$ cat src/rtl/core/sadc_pkg.sv
// Package with types, constants and codes of the serial ADC scan master.
`timescale 1ns / 1ps
`default_nettype none
package sadc_pkg;

    localparam int CHANNELS   = 4;
    localparam int DATA_BITS  = 8;
    localparam int LAST_PHASE = 9 + 2 * DATA_BITS;
    localparam int PHASE_W    = $clog2(LAST_PHASE + 1);
    localparam int CH_IDX_W   = (CHANNELS > 1) ? $clog2(CHANNELS) : 1;
    localparam int CFG_IDX_W  = 2;
    localparam int CFG_DATA_W = 16;

    typedef logic [PHASE_W-1:0] t_phase;

    localparam logic [1:0] OP_STROBE = 2'd0;
    localparam logic [1:0] OP_SCAN   = 2'd1;
    localparam logic [1:0] OP_READ   = 2'd2;
    localparam logic [1:0] OP_TICK   = 2'd3;

    localparam logic [CFG_IDX_W-1:0] REG_TICK_PERIOD  = 2'd0;
    localparam logic [CFG_IDX_W-1:0] REG_PERIODIC_EN  = 2'd1;
    localparam logic [CFG_IDX_W-1:0] REG_CHAN_FIRST   = 2'd2;
    localparam logic [CFG_IDX_W-1:0] REG_CHAN_SECOND  = 2'd3;

    localparam logic [15:0] TICK_PERIOD_RST = 16'd100;
    localparam logic [1:0]  CHAN_FIRST_RST  = 2'd0;
    localparam logic [1:0]  CHAN_SECOND_RST = 2'd1;

    // Channel count widened so that it compares against any 2-bit channel.
    localparam logic [2:0] NUM_CH = 3'(CHANNELS);

    typedef struct packed {
        logic [1:0] opcode;
        logic [1:0] channel;
        logic       dout_pin;
    } t_in;

    typedef struct packed {
        logic       cs_n;
        logic       sclk;
        logic       din;
        logic       busy_res;
        logic       done_res;
        logic [1:0] done_channel;
        logic [7:0] done_value;
        logic [7:0] read_value;
        logic       rejected;
    } t_out;

    typedef struct packed {
        logic       cs_n;
        logic       sclk;
        logic       din;
        logic       busy;
        logic       done;
        logic [1:0] done_channel;
        logic [7:0] done_value;
        logic       rejected;
    } t_seq_stat;

    typedef struct packed {
        logic       en;
        logic [1:0] channel;
        logic [7:0] data;
    } t_cache_wr;

endpackage
`default_nettype wire

$ cat src/rtl/core/sadc_tick.sv
// Tick counter that fires the periodic scan request.
`timescale 1ns / 1ps
`default_nettype none
module sadc_tick
    import sadc_pkg::*;
(
    input  wire logic        i_clk,
    input  wire logic        i_rst_n,
    input  wire logic        i_fire,
    input  wire logic [1:0]  i_opcode,
    input  wire logic        i_enable,
    input  wire logic [15:0] i_period,
    output logic             o_tick_fire
);

    logic [15:0] r_count;
    logic [15:0] n_count;
    logic [15:0] inc;

    always_comb begin
        inc         = r_count + 16'd1;
        n_count     = r_count;
        o_tick_fire = 1'b0;
        if (i_fire && (i_opcode == OP_TICK) && i_enable) begin
            if (inc == i_period) begin
                n_count     = '0;
                o_tick_fire = 1'b1;
            end else begin
                n_count = inc;
            end
        end
    end

    always_ff @(posedge i_clk) begin
        if (!i_rst_n) begin
            r_count <= '0;
        end else begin
            r_count <= n_count;
        end
    end

endmodule
`default_nettype wire

$ cat src/rtl/core/sadc_cache.sv
// Per-channel cache of the last converted byte.
`timescale 1ns / 1ps
`default_nettype none
module sadc_cache
    import sadc_pkg::*;
(
    input  wire logic       i_clk,
    input  wire logic       i_rst_n,
    input  wire t_cache_wr  i_wr,
    input  wire logic       i_rd_en,
    input  wire logic [1:0] i_rd_channel,
    output logic [7:0]      o_rd_value
);

    logic [7:0] r_cache [CHANNELS];
    logic       wr_hit;
    logic       rd_hit;

    assign wr_hit = i_wr.en && ({1'b0, i_wr.channel} < NUM_CH);
    assign rd_hit = i_rd_en && ({1'b0, i_rd_channel} < NUM_CH);
    assign o_rd_value = rd_hit ? r_cache[i_rd_channel[CH_IDX_W-1:0]] : 8'd0;

    always_ff @(posedge i_clk) begin
        if (!i_rst_n) begin
            for (int i = 0; i < CHANNELS; i++) begin
                r_cache[i] <= '0;
            end
        end else if (wr_hit) begin
            r_cache[i_wr.channel[CH_IDX_W-1:0]] <= i_wr.data;
        end
    end

endmodule
`default_nettype wire

$ cat src/rtl/core/sadc_sequencer.sv
// Pin sequencer: chip select, clock and data pins, shift register and scan queue.
`timescale 1ns / 1ps
`default_nettype none
module sadc_sequencer
    import sadc_pkg::*;
(
    input  wire logic       i_clk,
    input  wire logic       i_rst_n,
    input  wire logic       i_fire,
    input  wire t_in        i_item,
    input  wire logic       i_tick_fire,
    input  wire logic [1:0] i_chan_first,
    input  wire logic [1:0] i_chan_second,
    output t_seq_stat       o_stat,
    output t_cache_wr       o_cache_wr
);

    localparam t_phase PH_ONE        = PHASE_W'(1);
    localparam t_phase PH_SE_BIT     = PHASE_W'(2);
    localparam t_phase PH_CH0_BIT    = PHASE_W'(4);
    localparam t_phase PH_CH1_BIT    = PHASE_W'(6);
    localparam t_phase PH_HDR_LAST   = PHASE_W'(8);
    localparam t_phase PH_DATA_FIRST = PHASE_W'(10);
    localparam t_phase PH_LAST       = PHASE_W'(LAST_PHASE);

    t_phase     r_phase,  n_phase;
    logic [1:0] r_chan,   n_chan;
    logic [7:0] r_shift,  n_shift;
    logic       r_pend_first, n_pend_first;
    logic       r_pend_second, n_pend_second;
    logic       r_cs_n,   n_cs_n;
    logic       r_sclk,   n_sclk;
    logic       r_din,    n_din;

    logic       start_en;
    logic [1:0] start_ch;
    logic       done;
    logic       rejected;

    always_comb begin
        n_phase       = r_phase;
        n_chan        = r_chan;
        n_shift       = r_shift;
        n_pend_first  = r_pend_first;
        n_pend_second = r_pend_second;
        n_cs_n        = r_cs_n;
        n_sclk        = r_sclk;
        n_din         = r_din;
        start_en      = 1'b0;
        start_ch      = '0;
        done          = 1'b0;
        rejected      = 1'b0;

        if (i_fire) begin
            unique case (i_item.opcode)
                OP_STROBE: begin
                    if (r_phase == '0) begin
                        priority if (r_pend_first) begin
                            n_pend_first = 1'b0;
                            start_en     = 1'b1;
                            start_ch     = i_chan_first;
                        end else if (r_pend_second) begin
                            n_pend_second = 1'b0;
                            start_en      = 1'b1;
                            start_ch      = i_chan_second;
                        end else begin
                        end
                    end else begin
                        if (r_phase <= PH_HDR_LAST) begin
                            if (r_phase[0]) begin
                                n_sclk = 1'b1;
                            end else begin
                                n_sclk = 1'b0;
                                priority if (r_phase == PH_SE_BIT) begin
                                    n_din = 1'b1;
                                end else if (r_phase == PH_CH0_BIT) begin
                                    n_din = r_chan[0];
                                end else if (r_phase == PH_CH1_BIT) begin
                                    n_din = r_chan[1];
                                end else begin
                                end
                            end
                        end else if (r_phase >= PH_DATA_FIRST) begin
                            if (!r_phase[0]) begin
                                n_sclk = 1'b1;
                            end else begin
                                n_sclk  = 1'b0;
                                n_shift = {r_shift[6:0], i_item.dout_pin};
                            end
                        end
                        if (r_phase >= PH_LAST) begin
                            n_cs_n  = 1'b1;
                            done    = 1'b1;
                            n_phase = '0;
                        end else begin
                            n_phase = r_phase + PH_ONE;
                        end
                    end
                end
                OP_SCAN: begin
                    if (r_phase != '0) begin
                        rejected = 1'b1;
                    end else begin
                        start_en = 1'b1;
                        start_ch = i_item.channel;
                    end
                end
                OP_READ: begin
                end
                OP_TICK: begin
                    if (i_tick_fire) begin
                        n_pend_first  = 1'b1;
                        n_pend_second = 1'b1;
                    end
                end
            endcase
        end

        if (start_en) begin
            n_chan  = start_ch;
            n_shift = '0;
            n_phase = PH_ONE;
            n_cs_n  = 1'b0;
            n_din   = 1'b1;
            n_sclk  = 1'b0;
        end
    end

    always_comb begin
        o_stat.cs_n         = n_cs_n;
        o_stat.sclk         = n_sclk;
        o_stat.din          = n_din;
        o_stat.busy         = (n_phase != '0);
        o_stat.done         = done;
        o_stat.done_channel = done ? r_chan : 2'd0;
        o_stat.done_value   = done ? n_shift : 8'd0;
        o_stat.rejected     = rejected;
        o_cache_wr.en       = done;
        o_cache_wr.channel  = r_chan;
        o_cache_wr.data     = n_shift;
    end

    always_ff @(posedge i_clk) begin
        if (!i_rst_n) begin
            r_phase       <= '0;
            r_chan        <= '0;
            r_shift       <= '0;
            r_pend_first  <= 1'b0;
            r_pend_second <= 1'b0;
            r_cs_n        <= 1'b1;
            r_sclk        <= 1'b0;
            r_din         <= 1'b0;
        end else begin
            r_phase       <= n_phase;
            r_chan        <= n_chan;
            r_shift       <= n_shift;
            r_pend_first  <= n_pend_first;
            r_pend_second <= n_pend_second;
            r_cs_n        <= n_cs_n;
            r_sclk        <= n_sclk;
            r_din         <= n_din;
        end
    end

endmodule
`default_nettype wire

$ cat src/rtl/core/serial_adc_scan_master.sv
// Top level of the serial ADC scan master: handshakes, registers and result stage.
//
// Input channel (i_in_valid / o_in_ready / i_in_data) takes one item per cycle:
// when ready: a half-bit strobe, a scan request, a cache read or a system tick.
// Every accepted item yields exactly one result on the output channel
// (o_out_valid / i_out_ready / o_out_data), offered from the cycle after acceptance.
// Unstalled throughput is one item per cycle; the sequencer, tick counter and
// cache all update in the accepting cycle and the result sits in a single output
// register. When the receiver stalls, the result is held and o_in_ready stays high
// only while that register can be emptied in the same cycle, so nothing is dropped.
// Configuration (i_cfg_valid / o_cfg_ready, i_cfg_index, i_cfg_data) is always
// ready: 0 tick period, 1 periodic enable, 2 first channel, 3 second channel.
// Reset is synchronous, active low: the cache reads zero, the sequencer is idle,
// cs_n is high, sclk and din low, no scans are pending, the tick count is zero,
// the registers take their defaults and the output register is empty.
`timescale 1ns / 1ps
`default_nettype none
module serial_adc_scan_master
    import sadc_pkg::*;
(
    input  wire logic                  i_clk,
    input  wire logic                  i_rst_n,
    input  wire logic                  i_in_valid,
    output logic                       o_in_ready,
    input  wire t_in                   i_in_data,
    output logic                       o_out_valid,
    input  wire logic                  i_out_ready,
    output t_out                       o_out_data,
    input  wire logic                  i_cfg_valid,
    output logic                       o_cfg_ready,
    input  wire logic [CFG_IDX_W-1:0]  i_cfg_index,
    input  wire logic [CFG_DATA_W-1:0] i_cfg_data
);

    logic [15:0] r_tick_period;
    logic        r_periodic_en;
    logic [1:0]  r_chan_first;
    logic [1:0]  r_chan_second;

    logic        r_out_valid;
    t_out        r_out_data;
    t_out        n_out_data;

    logic        in_fire;
    logic        cfg_fire;
    logic        tick_fire;
    t_seq_stat   stat;
    t_cache_wr   cache_wr;
    logic [7:0]  rd_value;

    assign o_in_ready  = !r_out_valid || i_out_ready;
    assign in_fire     = i_in_valid && o_in_ready;
    assign o_cfg_ready = 1'b1;
    assign cfg_fire    = i_cfg_valid && o_cfg_ready;
    assign o_out_valid = r_out_valid;
    assign o_out_data  = r_out_data;

    always_ff @(posedge i_clk) begin
        if (!i_rst_n) begin
            r_tick_period <= TICK_PERIOD_RST;
            r_periodic_en <= 1'b1;
            r_chan_first  <= CHAN_FIRST_RST;
            r_chan_second <= CHAN_SECOND_RST;
        end else if (cfg_fire) begin
            unique case (i_cfg_index)
                REG_TICK_PERIOD: r_tick_period <= i_cfg_data;
                REG_PERIODIC_EN: r_periodic_en <= i_cfg_data[0];
                REG_CHAN_FIRST:  r_chan_first  <= i_cfg_data[1:0];
                REG_CHAN_SECOND: r_chan_second <= i_cfg_data[1:0];
            endcase
        end
    end

    sadc_tick u_tick (
        .i_clk       (i_clk),
        .i_rst_n     (i_rst_n),
        .i_fire      (in_fire),
        .i_opcode    (i_in_data.opcode),
        .i_enable    (r_periodic_en),
        .i_period    (r_tick_period),
        .o_tick_fire (tick_fire)
    );

    sadc_sequencer u_seq (
        .i_clk         (i_clk),
        .i_rst_n       (i_rst_n),
        .i_fire        (in_fire),
        .i_item        (i_in_data),
        .i_tick_fire   (tick_fire),
        .i_chan_first  (r_chan_first),
        .i_chan_second (r_chan_second),
        .o_stat        (stat),
        .o_cache_wr    (cache_wr)
    );

    sadc_cache u_cache (
        .i_clk        (i_clk),
        .i_rst_n      (i_rst_n),
        .i_wr         (cache_wr),
        .i_rd_en      (i_in_data.opcode == OP_READ),
        .i_rd_channel (i_in_data.channel),
        .o_rd_value   (rd_value)
    );

    always_comb begin
        n_out_data.cs_n         = stat.cs_n;
        n_out_data.sclk         = stat.sclk;
        n_out_data.din          = stat.din;
        n_out_data.busy_res     = stat.busy;
        n_out_data.done_res     = stat.done;
        n_out_data.done_channel = stat.done_channel;
        n_out_data.done_value   = stat.done_value;
        n_out_data.read_value   = rd_value;
        n_out_data.rejected     = stat.rejected;
    end

    always_ff @(posedge i_clk) begin
        if (!i_rst_n) begin
            r_out_valid <= 1'b0;
        end else if (in_fire) begin
            r_out_valid <= 1'b1;
        end else if (i_out_ready) begin
            r_out_valid <= 1'b0;
        end
    end

    always_ff @(posedge i_clk) begin
        if (in_fire) begin
            r_out_data <= n_out_data;
        end
    end

endmodule
`default_nettype wire

$ cat config.mk
export PLATFORM = sky130hd
export DESIGN_NAME = serial_adc_scan_master
export DESIGN_NICKNAME = d
export VERILOG_FILES = /design/src/rtl/core/sadc_pkg.sv /design/src/rtl/core/sadc_tick.sv /design/src/rtl/core/sadc_cache.sv /design/src/rtl/core/sadc_sequencer.sv /design/src/rtl/core/serial_adc_scan_master.sv
export SDC_FILE = /design/constraint.sdc
export NUM_CORES = 1
export LEC_CHECK = 0
export ABC_CLOCK_PERIOD_IN_PS = 3310
export BUFFER_PORTS_ARGS = -buffer_cell sky130_fd_sc_hd__buf_2
export CAP_MARGIN = 20
export CORE_MARGIN = 3
export CORE_UTILIZATION = 50
export CTS_CLUSTER_DIAMETER = 80
export DETAILED_ROUTE_END_ITERATION = 10
export GPL_ROUTABILITY_DRIVEN = 1
export GPL_TIMING_DRIVEN = 0
export MAX_ROUTING_LAYER = met4
export PLACE_DENSITY = 0.72
export SYNTH_ARGS = -nofsm -noshare
export SYNTH_HDL_FRONTEND = slang
export SYNTH_SLANG_ARGS = --single-unit
$ cat constraint.sdc
create_clock -name i_clk -period 3.31 [get_ports i_clk]
set_input_delay 0.331 -clock i_clk [delete_from_list [all_inputs] [get_ports i_clk]]
set_output_delay 0.331 -clock i_clk [all_outputs]
set_load 0.02 [all_outputs]
==> results.txt <==
Root Driver: clkbuf_16
Count of input and output buffers: 51
Min cycle time layout: 3.01 ns
Pins Over Slew Limit: 0
Async SR Flop Fraction: 0%
Area growth from synthesis to layout: 17.5%
Synth unique cells: 72
Syn Nets: 627
Lkg Pwr: 2.52 nW
Skew final: 0.00825 ns
Final ANT Viol Nets: 0
# clock sinks: 114
Core ar.: 10900 sq um
Synth top cells by count: nor2_1 (87), nand2_1 (72), dfxtp_1 (58)
Synth area leaders: edfxtp_1 (30%), dfxtp_1 (21%), nor2_1 (5.8%), nand2_1 (4.8%), mux4_2 (3.2%)
Initial antenna violation count: 0
Synth warn: 0
Hold buffer count at cts: 0
CP max FO: 9
WP data required: 3.63 ns
CP startpoint: u_tick.r_count[0]
Post-synth EDFFs: 56
CTS Buffer Depth: 2
Total GRT Usage: 22.5%
Die area: 12600 sq um
DRT Wirelength: 13.2 mm
Initial Util: 51.7%
First-pass GRT wire length: 21.9 mm
CTS tree: built
Area leader, netlist: edfxtp_1
Maximum clock rate: 0.332 GHz
Pre-Repair DR Iteration Count: 4
Crit path DAT: 3.34 ns
Syn Inst Count: 590
Most frequent cell after synthesis: nor2_1
Vias post-DR: 4561
FF+latch count, synth: 114
Initial DRC Count: 256
Fin crit share: 91.0%
Post-DP HPWL: 9.43 mm
Slew headroom: 47.1%
Die Y-Extent: 112 um
Max-cap violations: 0
GPL Wtd Cong: 0.966
CTS buffer count: 17
Total congestion overflow: 0
Outcome: finished, final reports clean
Crit path capture type: flip-flop
Post-CTS Setup Inserts: 0
Largest net degree at the start of global routing: 30
Mapped Area: 5660 sq um
WL/cell: 16.3 um
Top FF cell, synth: dfxtp_1
R2r startpoint: u_tick.r_count[0]
Antenna cells: 0
# resized after CTS: 0
DR vias/cell: 5.61
Setup CP Type: flip-flop to flip-flop
Share of cells above drive strength 1: 18.3%
RSZ-0062 raised after global routing: no
Hold Fails Final Rpt: 0
VDD IR max: 379 uV
Residual DRC: 0
Syn avg cell area: 9.59 sq um
Yosys top cell area share: 29.7%
Die width: 112 um
Final setup fails: 0
I/O pins: 55
Clock transition time at the flip-flop clock pins of the worst setup and hold paths: 0.06 ns
HP Start: i_cfg_data[2]
Site Rows: 38
H-tree Lvls: 4
Pwr dens: 526 nW/um^2
HP Class: input pin to flip-flop
Setup TNS: 0 ns
Worst-Margin Slew: 0.791 ns
Seq/Total Area, Yosys: 50.3%
Min Hold Slack: 0.122 ns
Vias in the first global route: 4369
Startpoint class of the critical path: flip-flop
Clock latency on the worst-skew pair: 0.41 ns
Nets: 697
path summary, 6_finish.rpt:
path	endpoint	slack (ns)	cells past startpoint
hold / removal	r_tick_period[2]	0.12	3
setup reg to reg	u_seq.r_pend_first	0.30	8
hold reg to reg	r_tick_period[10]	0.47	2
setup / recovery	u_seq.r_pend_first	0.30	8
registers in the layout, summed over array words and instances, names as in the netlist, 2 cells and up:
signal / flops
o_out_data: 24
r_chan_first: 2
r_chan_second: 2
r_tick_period: 16
u_cache.r_cache: 32
u_seq.r_chan: 2
u_seq.r_phase: 5
u_seq.r_shift: 8
u_tick.r_count: 16
stage by stage:
step | instance area, sq um | power (mW) | worst slack, ns | cells | util [%]
after floorplan | 5660 | 1.73 | 0.725 | 590 | -
after global placement | 6090 | 1.81 | 0.140 | 781 | 55.7
after CTS | 6650 | 3.51 | 0.265 | 813 | 60.8
after detailed placement | 6090 | 1.81 | 0.165 | 781 | 55.7
after global routing | 6650 | 3.62 | 0.0394 | 813 | 60.8
final | 6650 | 3.50 | 0.297 | 813 | 60.8
report_power, final:
group	leakage (nW)	switching, mW	total [mW]	internal (mW)
clock network	0.272	0.678	1.71	1.04
logic	1.23	0.150	0.230	0.0800
registers	1.01	0.0215	1.55	1.53
layer usage:
layer | wire length, um | vias to the layer above | global-route usage [%]
li1 | - | 2232 | -
met1 | 5500 | 2165 | 26.6
met2 | 6710 | 146 | 38.3
met3 | 803 | 18 | 4.96
met4 | 204 | 0 | 7.29
met5 | 0 | - | -
layout make-up:
type | count | area (sq um)
multi-input combinational | 414 | 2540
tap | 140 | 175
clock buffer | 17 | 425
timing repair buffer | 51 | 255
buffer | 44 | 209
fill | 926 | 4290
sequential | 114 | 2840
inverter | 18 | 67.6
clock inverter | 15 | 134
layout by cell type, fill, tap and decap left out, types with 3 or more instances in the layout:
master	n
a21oi_1	25
or2_1	9
ha_1	9
buf_4	5
clkinv_4	4
edfxtp_1	56
xnor2_1	12
buf_2	58
inv_1	16
nor3_1	15
nor4b_1	4
nand3_1	17
inv_6	4
and2_1	11
or4_1	3
or3_1	3
nand2b_1	3
clkinv_2	3
nand4_1	4
xor2_1	6
nor3b_1	4
o21ai_1	15
and3_1	9
o21ai_0	11
mux2i_1	13
dfxtp_1	58
o22ai_1	13
nor2_1	87
nand4_2	4
clkbuf_1	28
a211oi_1	4
a31oi_1	4
mux4_2	8
nand2_1	72
nor4_1	7
clkbuf_16	17
and4_1	4
logic make-up after synthesis:
logic type                 synth area share (%)
DFF                                        50.3
other                                    0.0663
AOI/OAI and AO/OA                          10.5
buffers and inverters                      4.89
and+or+nand+nor                            24.0
xor gates and xnor gates                   2.79
muxes                                      5.49
adders and majority gates                  1.99
critical path, cell delays in order, from the launching register on:
cell and delay, ns:
dfxtp_1 0.46, ha_1 0.30, nand3_1 0.29, nor4_1 0.44
mux2i_1 0.23, mux2i_1 0.15, nand3b_2 0.38, or3_1 0.44
a221oi_2 0.22
Note: power is estimated with default switching activity, not from simulation.
